$ cat config.mk
export PLATFORM = sky130hd
export DESIGN_NAME = dxf_ascii_group_pair_parser_top
export DESIGN_NICKNAME = d
export VERILOG_FILES = /design/src/sv/dgp_pkg.sv /design/src/sv/dxf_ascii_group_pair_parser_top.sv /design/src/sv/dgp_cfg.sv /design/src/sv/dgp_parse.sv /design/src/sv/dgp_outq.sv
export VERILOG_INCLUDE_DIRS = /design/src /design/src/sv
export SDC_FILE = /design/constraint.sdc
export NUM_CORES = 1
export LEC_CHECK = 0
export ABC_AREA = 1
export BUFFER_PORTS_ARGS = -buffer_cell sky130_fd_sc_hd__buf_2
export CAP_MARGIN = 20
export CORE_UTILIZATION = 45
export CTS_CLUSTER_DIAMETER = 40
export CTS_CLUSTER_SIZE = 16
export DETAILED_ROUTE_END_ITERATION = 6
export GPL_ROUTABILITY_DRIVEN = 1
export GPL_TIMING_DRIVEN = 0
export PLACE_DENSITY = 0.64
export SYNTH_ARGS = -nofsm -noshare
export SYNTH_HDL_FRONTEND = slang
export SYNTH_HIERARCHICAL = 1
export SYNTH_SLANG_ARGS = --single-unit
$ cat constraint.sdc
create_clock -name aclk -period 10.6 [get_ports aclk]
set_input_delay 2.65 -clock aclk [delete_from_list [all_inputs] [get_ports aclk]]
set_output_delay 2.65 -clock aclk [all_outputs]
set_load 0.01 [all_outputs]
$ cat src/sv/dxf_ascii_group_pair_parser_top_defines.svh
// Assertion macros shared by the group pair parser RTL.
// No dependencies; files that check their own logic include this header.
`ifndef DXF_ASCII_GROUP_PAIR_PARSER_TOP_DEFINES_SVH
`define DXF_ASCII_GROUP_PAIR_PARSER_TOP_DEFINES_SVH
`ifndef ASSERT_OFF
// Plain clocked property, disabled while reset is asserted
`define DGP_ASSERT(label, clk, rstn, prop, msg) \
    label: assert property (@(posedge clk) disable iff (!(rstn)) (prop)) else $error(msg);
// Same-cycle implication
`define DGP_ASSERT_IMP(label, clk, rstn, ante, cons, msg) \
    label: assert property (@(posedge clk) disable iff (!(rstn)) (ante) |-> (cons)) \
        else $error(msg);
`else
`define DGP_ASSERT(label, clk, rstn, prop, msg)
`define DGP_ASSERT_IMP(label, clk, rstn, ante, cons, msg)
`endif
`endif

$ cat src/sv/dgp_pkg.sv
// Shared types and constants for the group code / value pair parser.
// No dependencies; used by every module of the block.
package dgp_pkg;

    // Default longest line, in bytes
    localparam int MAX_LINE_DEFAULT = 1048576;

    // Field widths
    localparam int BYTE_W  = 8;
    localparam int CODE_W  = 16;
    localparam int LEN_W   = 16;
    localparam int KIND_W  = 2;
    localparam int ACC_W   = 17;
    localparam int MAC_W   = 21;
    localparam int IN_TDATA_W  = 8;
    localparam int OUT_TDATA_W = 48;

    // Result kinds
    localparam logic [KIND_W-1:0] KIND_VALUE  = 2'd0;
    localparam logic [KIND_W-1:0] KIND_RECORD = 2'd1;
    localparam logic [KIND_W-1:0] KIND_END    = 2'd2;

    // Configuration port
    localparam int CFG_AW = 3;
    localparam int CFG_DW = 32;
    localparam logic REG_VALUE_LIMIT   = 1'b0;
    localparam logic REG_SKIP_COMMENTS = 1'b1;
    localparam logic [LEN_W-1:0] VALUE_LIMIT_RESET = 16'd256;
    localparam logic SKIP_COMMENTS_RESET = 1'b1;

    // Characters
    localparam logic [BYTE_W-1:0] CH_CR    = 8'd13;
    localparam logic [BYTE_W-1:0] CH_LF    = 8'd10;
    localparam logic [BYTE_W-1:0] CH_SP    = 8'd32;
    localparam logic [BYTE_W-1:0] CH_TAB   = 8'd9;
    localparam logic [BYTE_W-1:0] CH_VT    = 8'd11;
    localparam logic [BYTE_W-1:0] CH_FF    = 8'd12;
    localparam logic [BYTE_W-1:0] CH_PLUS  = 8'd43;
    localparam logic [BYTE_W-1:0] CH_MINUS = 8'd45;
    localparam logic [BYTE_W-1:0] CH_ZERO  = 8'd48;
    localparam logic [BYTE_W-1:0] CH_NINE  = 8'd57;

    localparam logic [ACC_W-1:0]  COMMENT_CODE = 17'd999;
    localparam logic [ACC_W-1:0]  ACC_SAT      = 17'd32768;
    localparam logic [CODE_W-1:0] CODE_POS_MAX = 16'd32767;

    // Configuration seen by the parser
    typedef struct packed {
        logic [LEN_W-1:0] value_limit;
        logic             skip_comments;
    } cfg_t;

    // One result item
    typedef struct packed {
        logic [KIND_W-1:0]        kind;
        logic signed [CODE_W-1:0] group_code;
        logic [BYTE_W-1:0]        value_byte;
        logic [LEN_W-1:0]         value_length;
        logic                     truncated;
    } res_t;

endpackage

$ cat src/sv/dxf_ascii_group_pair_parser_top.sv
// Top level of the group code / value pair parser.
// Depends on dgp_pkg, dgp_cfg, dgp_parse and dgp_outq.
//
// Reads a text byte stream, one byte per item, as alternating code and value
// lines (CR, LF, CRLF or LFCR endings). Takes one byte every cycle: the parser
// handles each byte as it is accepted and its result, if any, lands in
// a two-entry output buffer, so s_tready only drops when that buffer is full.
// Results are registered in that buffer and offered on the m_ side from there.
// Results: kind 0 carries one value byte, kind 1 closes a pair with its
// length and truncation flag, kind 2 marks end of data or an overlong line.
// Configuration (value_limit at 0x0, skip_comments at 0x4) may be written
// only while the block is idle.
module dxf_ascii_group_pair_parser_top #(
    parameter int MAX_LINE = dgp_pkg::MAX_LINE_DEFAULT
) (
    input  logic                             aclk,
    input  logic                             aresetn,
    // input stream
    input  logic                             s_tvalid,
    output logic                             s_tready,
    input  logic [dgp_pkg::IN_TDATA_W-1:0]   s_tdata,  // [7:0] data_byte
    input  logic                             s_tuser,  // [0] stream_end
    // result stream
    output logic                             m_tvalid,
    input  logic                             m_tready,
    // [15:0] group_code, [23:16] value_byte, [39:24] value_length, [40] truncated
    output logic [dgp_pkg::OUT_TDATA_W-1:0]  m_tdata,
    output logic [dgp_pkg::KIND_W-1:0]       m_tuser,  // [1:0] kind
    // configuration
    input  logic                             psel,
    input  logic                             penable,
    input  logic                             pwrite,
    input  logic [dgp_pkg::CFG_AW-1:0]       paddr,
    input  logic [dgp_pkg::CFG_DW-1:0]       pwdata,
    output logic [dgp_pkg::CFG_DW-1:0]       prdata,
    output logic                             pready
);

    dgp_pkg::cfg_t cfg;
    dgp_pkg::res_t res;
    dgp_pkg::res_t out_res;
    logic          res_vld;
    logic          in_fire;
    logic          q_not_full;

    assign s_tready = q_not_full;
    assign in_fire  = s_tvalid & s_tready;

    dgp_cfg u_cfg (
        .aclk    (aclk),
        .aresetn (aresetn),
        .psel    (psel),
        .penable (penable),
        .pwrite  (pwrite),
        .paddr   (paddr),
        .pwdata  (pwdata),
        .prdata  (prdata),
        .pready  (pready),
        .cfg     (cfg)
    );

    dgp_parse #(
        .MAX_LINE (MAX_LINE)
    ) u_parse (
        .aclk       (aclk),
        .aresetn    (aresetn),
        .in_fire    (in_fire),
        .data_byte  (s_tdata[dgp_pkg::BYTE_W-1:0]),
        .stream_end (s_tuser),
        .cfg        (cfg),
        .res_vld    (res_vld),
        .res        (res)
    );

    dgp_outq u_outq (
        .aclk      (aclk),
        .aresetn   (aresetn),
        .push      (in_fire & res_vld),
        .push_data (res),
        .not_full  (q_not_full),
        .out_valid (m_tvalid),
        .out_ready (m_tready),
        .out_data  (out_res)
    );

    // pack result fields, lowest first
    assign m_tdata = {7'b0, out_res.truncated, out_res.value_length,
                      out_res.value_byte, out_res.group_code};
    assign m_tuser = out_res.kind;

endmodule

$ cat src/sv/dgp_cfg.sv
// Configuration registers behind the APB-style port.
// Depends on dgp_pkg.
module dgp_cfg (
    input  logic                        aclk,
    input  logic                        aresetn,
    input  logic                        psel,
    input  logic                        penable,
    input  logic                        pwrite,
    input  logic [dgp_pkg::CFG_AW-1:0]  paddr,
    input  logic [dgp_pkg::CFG_DW-1:0]  pwdata,
    output logic [dgp_pkg::CFG_DW-1:0]  prdata,
    output logic                        pready,
    output dgp_pkg::cfg_t               cfg
);

    logic [dgp_pkg::LEN_W-1:0] value_limit_reg;
    logic                      skip_comments_reg;
    logic                      wr_en;
    logic                      reg_sel;

    assign pready  = 1'b1;
    assign wr_en   = psel & penable & pwrite & pready;
    // registers sit at 4-byte spacing
    assign reg_sel = paddr[2];

    always_ff @(posedge aclk) begin
        if (!aresetn) begin
            value_limit_reg   <= dgp_pkg::VALUE_LIMIT_RESET;
            skip_comments_reg <= dgp_pkg::SKIP_COMMENTS_RESET;
        end else if (wr_en) begin
            unique case (reg_sel)
                dgp_pkg::REG_VALUE_LIMIT:   value_limit_reg   <= pwdata[dgp_pkg::LEN_W-1:0];
                dgp_pkg::REG_SKIP_COMMENTS: skip_comments_reg <= pwdata[0];
                default: ;
            endcase
        end
    end

    // read back
    always_comb begin
        unique case (reg_sel)
            dgp_pkg::REG_VALUE_LIMIT:   prdata = dgp_pkg::CFG_DW'(value_limit_reg);
            dgp_pkg::REG_SKIP_COMMENTS: prdata = dgp_pkg::CFG_DW'(skip_comments_reg);
            default:                    prdata = '0;
        endcase
    end

    assign cfg.value_limit   = value_limit_reg;
    assign cfg.skip_comments = skip_comments_reg;

endmodule

$ cat src/sv/dgp_parse.sv
// Per-byte parser: line splitting, code parsing, value passing, record close.
// Depends on dgp_pkg and the assertion macro header.
`include "dxf_ascii_group_pair_parser_top_defines.svh"
module dgp_parse #(
    parameter int MAX_LINE = dgp_pkg::MAX_LINE_DEFAULT
) (
    input  logic                        aclk,
    input  logic                        aresetn,
    input  logic                        in_fire,
    input  logic [dgp_pkg::BYTE_W-1:0]  data_byte,
    input  logic                        stream_end,
    input  dgp_pkg::cfg_t               cfg,
    output logic                        res_vld,
    output dgp_pkg::res_t               res
);

    localparam int LLW = $clog2(MAX_LINE + 1);

    // phase codes
    localparam logic [1:0] PH_CODE  = 2'd0;
    localparam logic [1:0] PH_VALUE = 2'd1;
    localparam logic [1:0] PH_HALT  = 2'd2;
    // code parse codes
    localparam logic [1:0] CP_START  = 2'd0;
    localparam logic [1:0] CP_DIGITS = 2'd1;
    localparam logic [1:0] CP_DONE   = 2'd2;
    // pending terminator codes
    localparam logic [1:0] PT_NONE = 2'd0;
    localparam logic [1:0] PT_CR   = 2'd1;
    localparam logic [1:0] PT_LF   = 2'd2;

    logic [1:0]                phase_reg, phase_next;
    logic [dgp_pkg::ACC_W-1:0] accum_reg, accum_next;
    logic                      neg_reg, neg_next;
    logic [1:0]                cps_reg, cps_next;
    logic [1:0]                pend_reg, pend_next;
    logic [LLW-1:0]            line_len_reg, line_len_next;
    logic [dgp_pkg::LEN_W-1:0] stored_reg, stored_next;
    logic                      trunc_reg, trunc_next;

    logic                      is_digit;
    logic                      is_blank;
    logic                      is_term;
    logic                      swallow;
    logic                      is_comment;
    logic [dgp_pkg::MAC_W-1:0] mac;
    logic [dgp_pkg::ACC_W-1:0] mac_sat;
    logic [dgp_pkg::CODE_W-1:0] code_val;

    // byte classes
    assign is_digit = (data_byte >= dgp_pkg::CH_ZERO) && (data_byte <= dgp_pkg::CH_NINE);
    assign is_blank = (data_byte == dgp_pkg::CH_SP) || (data_byte == dgp_pkg::CH_TAB) ||
                      (data_byte == dgp_pkg::CH_VT) || (data_byte == dgp_pkg::CH_FF);
    assign is_term  = (data_byte == dgp_pkg::CH_CR) || (data_byte == dgp_pkg::CH_LF);
    assign swallow  = ((pend_reg == PT_CR) && (data_byte == dgp_pkg::CH_LF)) ||
                      ((pend_reg == PT_LF) && (data_byte == dgp_pkg::CH_CR));

    // comment pair test and saturated code
    assign is_comment = cfg.skip_comments && !neg_reg && (accum_reg == dgp_pkg::COMMENT_CODE);
    assign code_val   = neg_reg ? dgp_pkg::CODE_W'(17'd65536 - accum_reg)
                      : ((accum_reg > dgp_pkg::ACC_W'(dgp_pkg::CODE_POS_MAX))
                         ? dgp_pkg::CODE_POS_MAX : accum_reg[dgp_pkg::CODE_W-1:0]);

    // decimal accumulate, saturating at 32768
    assign mac     = dgp_pkg::MAC_W'(accum_reg) * dgp_pkg::MAC_W'(10)
                   + dgp_pkg::MAC_W'(data_byte[3:0]);
    assign mac_sat = (mac > dgp_pkg::MAC_W'(dgp_pkg::ACC_SAT))
                   ? dgp_pkg::ACC_SAT : mac[dgp_pkg::ACC_W-1:0];

    // next state and result for one item
    always_comb begin
        phase_next    = phase_reg;
        accum_next    = accum_reg;
        neg_next      = neg_reg;
        cps_next      = cps_reg;
        pend_next     = pend_reg;
        line_len_next = line_len_reg;
        stored_next   = stored_reg;
        trunc_next    = trunc_reg;
        res_vld       = 1'b0;
        res           = '0;

        if (stream_end) begin
            phase_next    = PH_CODE;
            accum_next    = '0;
            neg_next      = 1'b0;
            cps_next      = CP_START;
            pend_next     = PT_NONE;
            line_len_next = '0;
            stored_next   = '0;
            trunc_next    = 1'b0;
            res_vld       = (phase_reg != PH_HALT);
            res.kind       = dgp_pkg::KIND_END;
            res.group_code = '1;
        end else if (phase_reg == PH_HALT) begin
            // halted: drop data bytes
        end else if (swallow) begin
            pend_next = PT_NONE;
        end else if (is_term) begin
            pend_next     = (data_byte == dgp_pkg::CH_CR) ? PT_CR : PT_LF;
            line_len_next = '0;
            stored_next   = '0;
            trunc_next    = 1'b0;
            if (phase_reg == PH_CODE) begin
                phase_next = PH_VALUE;
            end else begin
                phase_next = PH_CODE;
                accum_next = '0;
                neg_next   = 1'b0;
                cps_next   = CP_START;
                res_vld    = !is_comment;
                res.kind         = dgp_pkg::KIND_RECORD;
                res.group_code   = code_val;
                res.value_length = stored_reg;
                res.truncated    = trunc_reg;
            end
        end else if (line_len_reg >= LLW'(MAX_LINE)) begin
            pend_next      = PT_NONE;
            phase_next     = PH_HALT;
            res_vld        = 1'b1;
            res.kind       = dgp_pkg::KIND_END;
            res.group_code = '1;
        end else begin
            pend_next     = PT_NONE;
            line_len_next = line_len_reg + LLW'(1);
            if (phase_reg == PH_CODE) begin
                // atoi-style code parse
                priority if (cps_reg == CP_START && is_blank) begin
                end else if (cps_reg == CP_START && data_byte == dgp_pkg::CH_PLUS) begin
                    cps_next = CP_DIGITS;
                end else if (cps_reg == CP_START && data_byte == dgp_pkg::CH_MINUS) begin
                    neg_next = 1'b1;
                    cps_next = CP_DIGITS;
                end else if ((cps_reg == CP_START || cps_reg == CP_DIGITS) && is_digit) begin
                    cps_next   = CP_DIGITS;
                    accum_next = mac_sat;
                end else begin
                    cps_next = CP_DONE;
                end
            end else if (!is_comment) begin
                if (stored_reg < cfg.value_limit) begin
                    stored_next    = stored_reg + dgp_pkg::LEN_W'(1);
                    res_vld        = 1'b1;
                    res.kind       = dgp_pkg::KIND_VALUE;
                    res.group_code = code_val;
                    res.value_byte = data_byte;
                end else begin
                    trunc_next = 1'b1;
                end
            end
        end
    end

    // parser state
    always_ff @(posedge aclk) begin
        if (!aresetn) begin
            phase_reg    <= PH_CODE;
            accum_reg    <= '0;
            neg_reg      <= 1'b0;
            cps_reg      <= CP_START;
            pend_reg     <= PT_NONE;
            line_len_reg <= '0;
            stored_reg   <= '0;
            trunc_reg    <= 1'b0;
        end else if (in_fire) begin
            phase_reg    <= phase_next;
            accum_reg    <= accum_next;
            neg_reg      <= neg_next;
            cps_reg      <= cps_next;
            pend_reg     <= pend_next;
            line_len_reg <= line_len_next;
            stored_reg   <= stored_next;
            trunc_reg    <= trunc_next;
        end
    end

    // checks
    `DGP_ASSERT_IMP(a_vbyte_only_value, aclk, aresetn,
        in_fire && res_vld && res.kind != dgp_pkg::KIND_VALUE, res.value_byte == '0,
        "value byte set on a non-value item")
    `DGP_ASSERT_IMP(a_halt_silent, aclk, aresetn,
        in_fire && phase_reg == PH_HALT && !stream_end, !res_vld,
        "result produced while halted")
    `DGP_ASSERT_IMP(a_value_counts, aclk, aresetn,
        in_fire && res_vld && res.kind == dgp_pkg::KIND_VALUE,
        stored_next == stored_reg + dgp_pkg::LEN_W'(1),
        "value item without count advance")

endmodule

$ cat src/sv/dgp_outq.sv
// Two-entry result buffer between the parser and the output channel.
// Depends on dgp_pkg.
module dgp_outq (
    input  logic          aclk,
    input  logic          aresetn,
    input  logic          push,
    input  dgp_pkg::res_t push_data,
    output logic          not_full,
    output logic          out_valid,
    input  logic          out_ready,
    output dgp_pkg::res_t out_data
);

    dgp_pkg::res_t mem_reg [2];
    logic          wr_ptr_reg;
    logic          rd_ptr_reg;
    logic [1:0]    count_reg, count_next;
    logic          pop;

    assign not_full  = (count_reg != 2'd2);
    assign out_valid = (count_reg != 2'd0);
    assign out_data  = mem_reg[rd_ptr_reg];
    assign pop       = out_valid & out_ready;

    always_comb begin
        count_next = count_reg;
        if (push && !pop) begin
            count_next = count_reg + 2'd1;
        end else if (pop && !push) begin
            count_next = count_reg - 2'd1;
        end
    end

    // pointers and fill count
    always_ff @(posedge aclk) begin
        if (!aresetn) begin
            wr_ptr_reg <= 1'b0;
            rd_ptr_reg <= 1'b0;
            count_reg  <= 2'd0;
        end else begin
            count_reg <= count_next;
            if (push) begin
                wr_ptr_reg <= ~wr_ptr_reg;
            end
            if (pop) begin
                rd_ptr_reg <= ~rd_ptr_reg;
            end
        end
    end

    // storage
    always_ff @(posedge aclk) begin
        if (push) begin
            mem_reg[wr_ptr_reg] <= push_data;
        end
    end

endmodule

==> key figures <==
Timing
  – F_max: roughly 170 MHz
  – Worst clock skew: roughly 0.014 ns
  – Final hold vios: 0
  – Worst slew margin relative to its limit: about a quarter
  – Setup repair after global routing missed its margin: no
  – Shortest clock period the worst path allows after layout: 6.04 ns
  – Slew at the pin closest to its max-slew limit: roughly 1.1 ns
  – Hold_ws: slightly below 0.5 ns
  – Final setup violation count: 0
  – PnR worst setup slack: 4.56 ns
  – Fraction of the cycle the final worst path needs: 57.0%
  – Final total negative setup slack: 0 ns
  – Total count of max-transition violations in the final report: 0

Floorplan
  – Horizontal die dimension: around 160 um
  – FP Rows: 57
  – Area of the core: approximately 24000 um^2
  – Chip Height: between 150 and 200 um
  – Initial core utilization: a little under half
  – DIE AREA: 25700 um^2
  – Top-Level Pins: between 100 and 150

CTS
  – Number of CTS-inserted buffers: 17
  – Clock slew at reported path FFs: 0.07 ns
  – Worst-case clock buffer depth: 2
  – Clock latency of the later-clocked register in the worst-skew pair: approximately 0.44 ns
  – Count of buffers added by post-CTS timing repair for setup: 0
  – Count of hold-fix buffers inserted at cts: 0
  – Clock root cell: clkbuf_16
  – Post_cts resized: 0
  – Number of clock sinks: 170
  – Number of levels the H-tree was split into: 4
  – Clock tree from TritonCTS: built

GRT
  – Remaining Overflow, GRT: 0
  – Maximum number of pins on one net before global-route repair: 36
  – Initial antenna violation count: 0
  – Via count of the first global-routing pass: around 9000
  – Total routing usage reported by global routing: around 21%
  – Global-route wire length before repair: around 44000 um

Setup path
  – Type of the worst setup path: input port to output pin
  – Critical Path Start Type: input port
  – Worst-path fanout max: 10
  – Worst reg2reg path depth: 20
  – Data required time at the worst endpoint: about 8 ns
  – CP arrival: roughly 3.4 ns
  – Worst Setup End Kind: output pin

Cells and area
  – Commonest cells after routing, fill and taps aside: nand2_1 (289), inv_1 (214), nor2_1 (154)
  – Area growth from synthesis to layout: 14.1%
  – Leading cell type in the layout, fill and taps excluded: nand2_1
  – Flip-flop count of the largest register after layout: 86
  – Antenna diode count: 0
  – Fraction of layout cells with a size suffix above 1: just under 20%
  – Final net count: between 1500 and 2000
  – Final Instance Count excl. Fillers: 1904

Power
  – Register share of total power: between 40% and 50%
  – Part of the total power dissipated in combinational logic: 24.9%
  – Leak Pwr: roughly 0.0056 uW
  – Switching power: about 570 uW
  – Cell-internal power: around 1300 uW
  – Clock group share of total power: between 30% and 40%
  – Power density over the cells: around 140 nW/um^2
  – VDD IR max: between 0.1 and 0.15 mV
  – Sw Share: 31.1%

Synth
  – Post-synthesis average cell area: 7.86 um^2
  – Syn Std Cell Area: ~11000 um^2
  – Count of flip-flops with a built-in enable after synthesis: 86
  – Synth async-reset ratio: 0%
  – Most instantiated flip-flop cell in the synthesis netlist: edfxtp_1
  – Yosys Warn Count: 6
  – Sequential-to-total area share from yosys stat: 37.8%
  – Number of synthesized register bits: 170
  – Synth cell types: 58
  – Gate count of the mapped netlist: approximately 1400
  – Area leader, netlist: edfxtp_1
  – Post-synth top area share: between 20 and 25%
  – Top area cells in the synthesized netlist: edfxtp_1 (23%), dfxtp_1 (15%), nand2_1 (9.6%)

Placed design
  – Estimated wirelength of the detail-placed design: 21700 um
  – Placer congestion estimate: ~0.87
  – Worst slack after detailed placement: 4.56 ns
  – Dpl cells: about 1900
  – IO Port Bufs: 92

Drt
  – Via density: about 5
  – Per-cell routed wire length: between 10 and 15 um
  – Drt initial violations: roughly 610
  – Post-route ant nets: 0
  – Remaining DRCs: 4
  – WL final: between 20000 and 30000 um
  – Via count: a little under 10000
  – Detailed Routing Iterations Pass 1: 7

Min path
  – Tightest Hold Check Type: flop to flop
  – Worst hold path cell count: 2

Run status
  – Run status: finished, violations left
  – Violations in the final reports: DRC

Job
  – Max-capacitance violation count: 0
cell type report:
class | instances | area [um^2]
fill | 2392 | 11600
multi-input combinational | 1002 | 5780
sequential | 170 | 4260
inverter | 229 | 862
timing repair buffer | 94 | 500
buffer | 53 | 452
clock buffer | 17 | 425
tap | 324 | 405
clock inverter | 15 | 169
worst max-delay path, cell delays in order:
cell     delay [ns]
buf_2          0.12
buf_6          0.14
inv_4          0.09
buf_8          0.15
nand2_1        0.06
nand2_1        0.05
buf_2          0.12
worst paths after layout:
kind,start,end,slack (ns)
worst max-delay path,paddr[2],prdata[0],4.56
worst min-delay path,u_parse/cps_reg[0]$_SDFFE_PN0P_,u_parse/cps_reg[0]$_SDFFE_PN0P_,0.48
worst max register to register,u_parse/accum_reg[1]$_SDFFE_PN0P_,u_parse/accum_reg[0]$_SDFFE_PN0P_,6.87
worst min register to register,u_parse/cps_reg[0]$_SDFFE_PN0P_,u_parse/cps_reg[0]$_SDFFE_PN0P_,0.48
power by group through the flow:
stage	clock (uW)	sequential (uW)	combinational (uW)
global route	651	774	500
global placement	0	787	452
detailed placement	0	785	463
finish	613	770	459
CTS	626	770	465
floorplan	0	782	325
per-stage QoR:
step	total power, uW	util (%)	cell area, um^2
after floorplan	1110	-	11300
after global placement	1240	49.9	12200
after detailed placement	1250	50.1	12300
final	1840	52.5	12900
after global routing	1930	52.5	12900
after CTS	1860	52.5	12900
cell usage after synthesis (2+ instances only):
library cell and count:
xor2_1 9, nand3_2 19, nand3_1 93, nor3b_1 4, nand2_2 21, dfxtp_1 84
a31oi_1 5, o31ai_1 11, mux2_2 3, o21ai_0 51, buf_6 6, buf_8 2
clkbuf_1 6, conb_1 3, o311ai_0 2, ha_1 54, nor4_1 13, fa_1 2
nor2_2 17, buf_2 6, buf_4 27, a21oi_2 13, o21ai_2 4, nor2_1 155
inv_1 215, clkinv_1 4, mux2_4 40, and2_1 3, buf_12 4, nor3_1 37
nand4_1 26, inv_2 9, o211ai_1 2, a211oi_1 4, nor2_4 6, a21oi_1 78
edfxtp_1 86, nand2_1 289
per-layer routing:
layer	up-vias	GRT usage [%]	part of all wire, %
met3	33	2.68	3.8
met1	4424	26.7	45
met2	209	38.5	50
li1	4958	-	-
met5	-	0	0
met4	0	6.36	1.4
cells by family after synthesis:
kind of cell | synth area share (%)
adders and majority gates | 6.35
xor gates and xnor gates | 0.922
AOI/OAI and AO/OA | 9.22
buffers and inverters | 11.7
DFF | 37.8
other | 0.0999
muxes | 5.63
and+or+nand+nor | 28.3
Power figures use the tool's default switching activity.
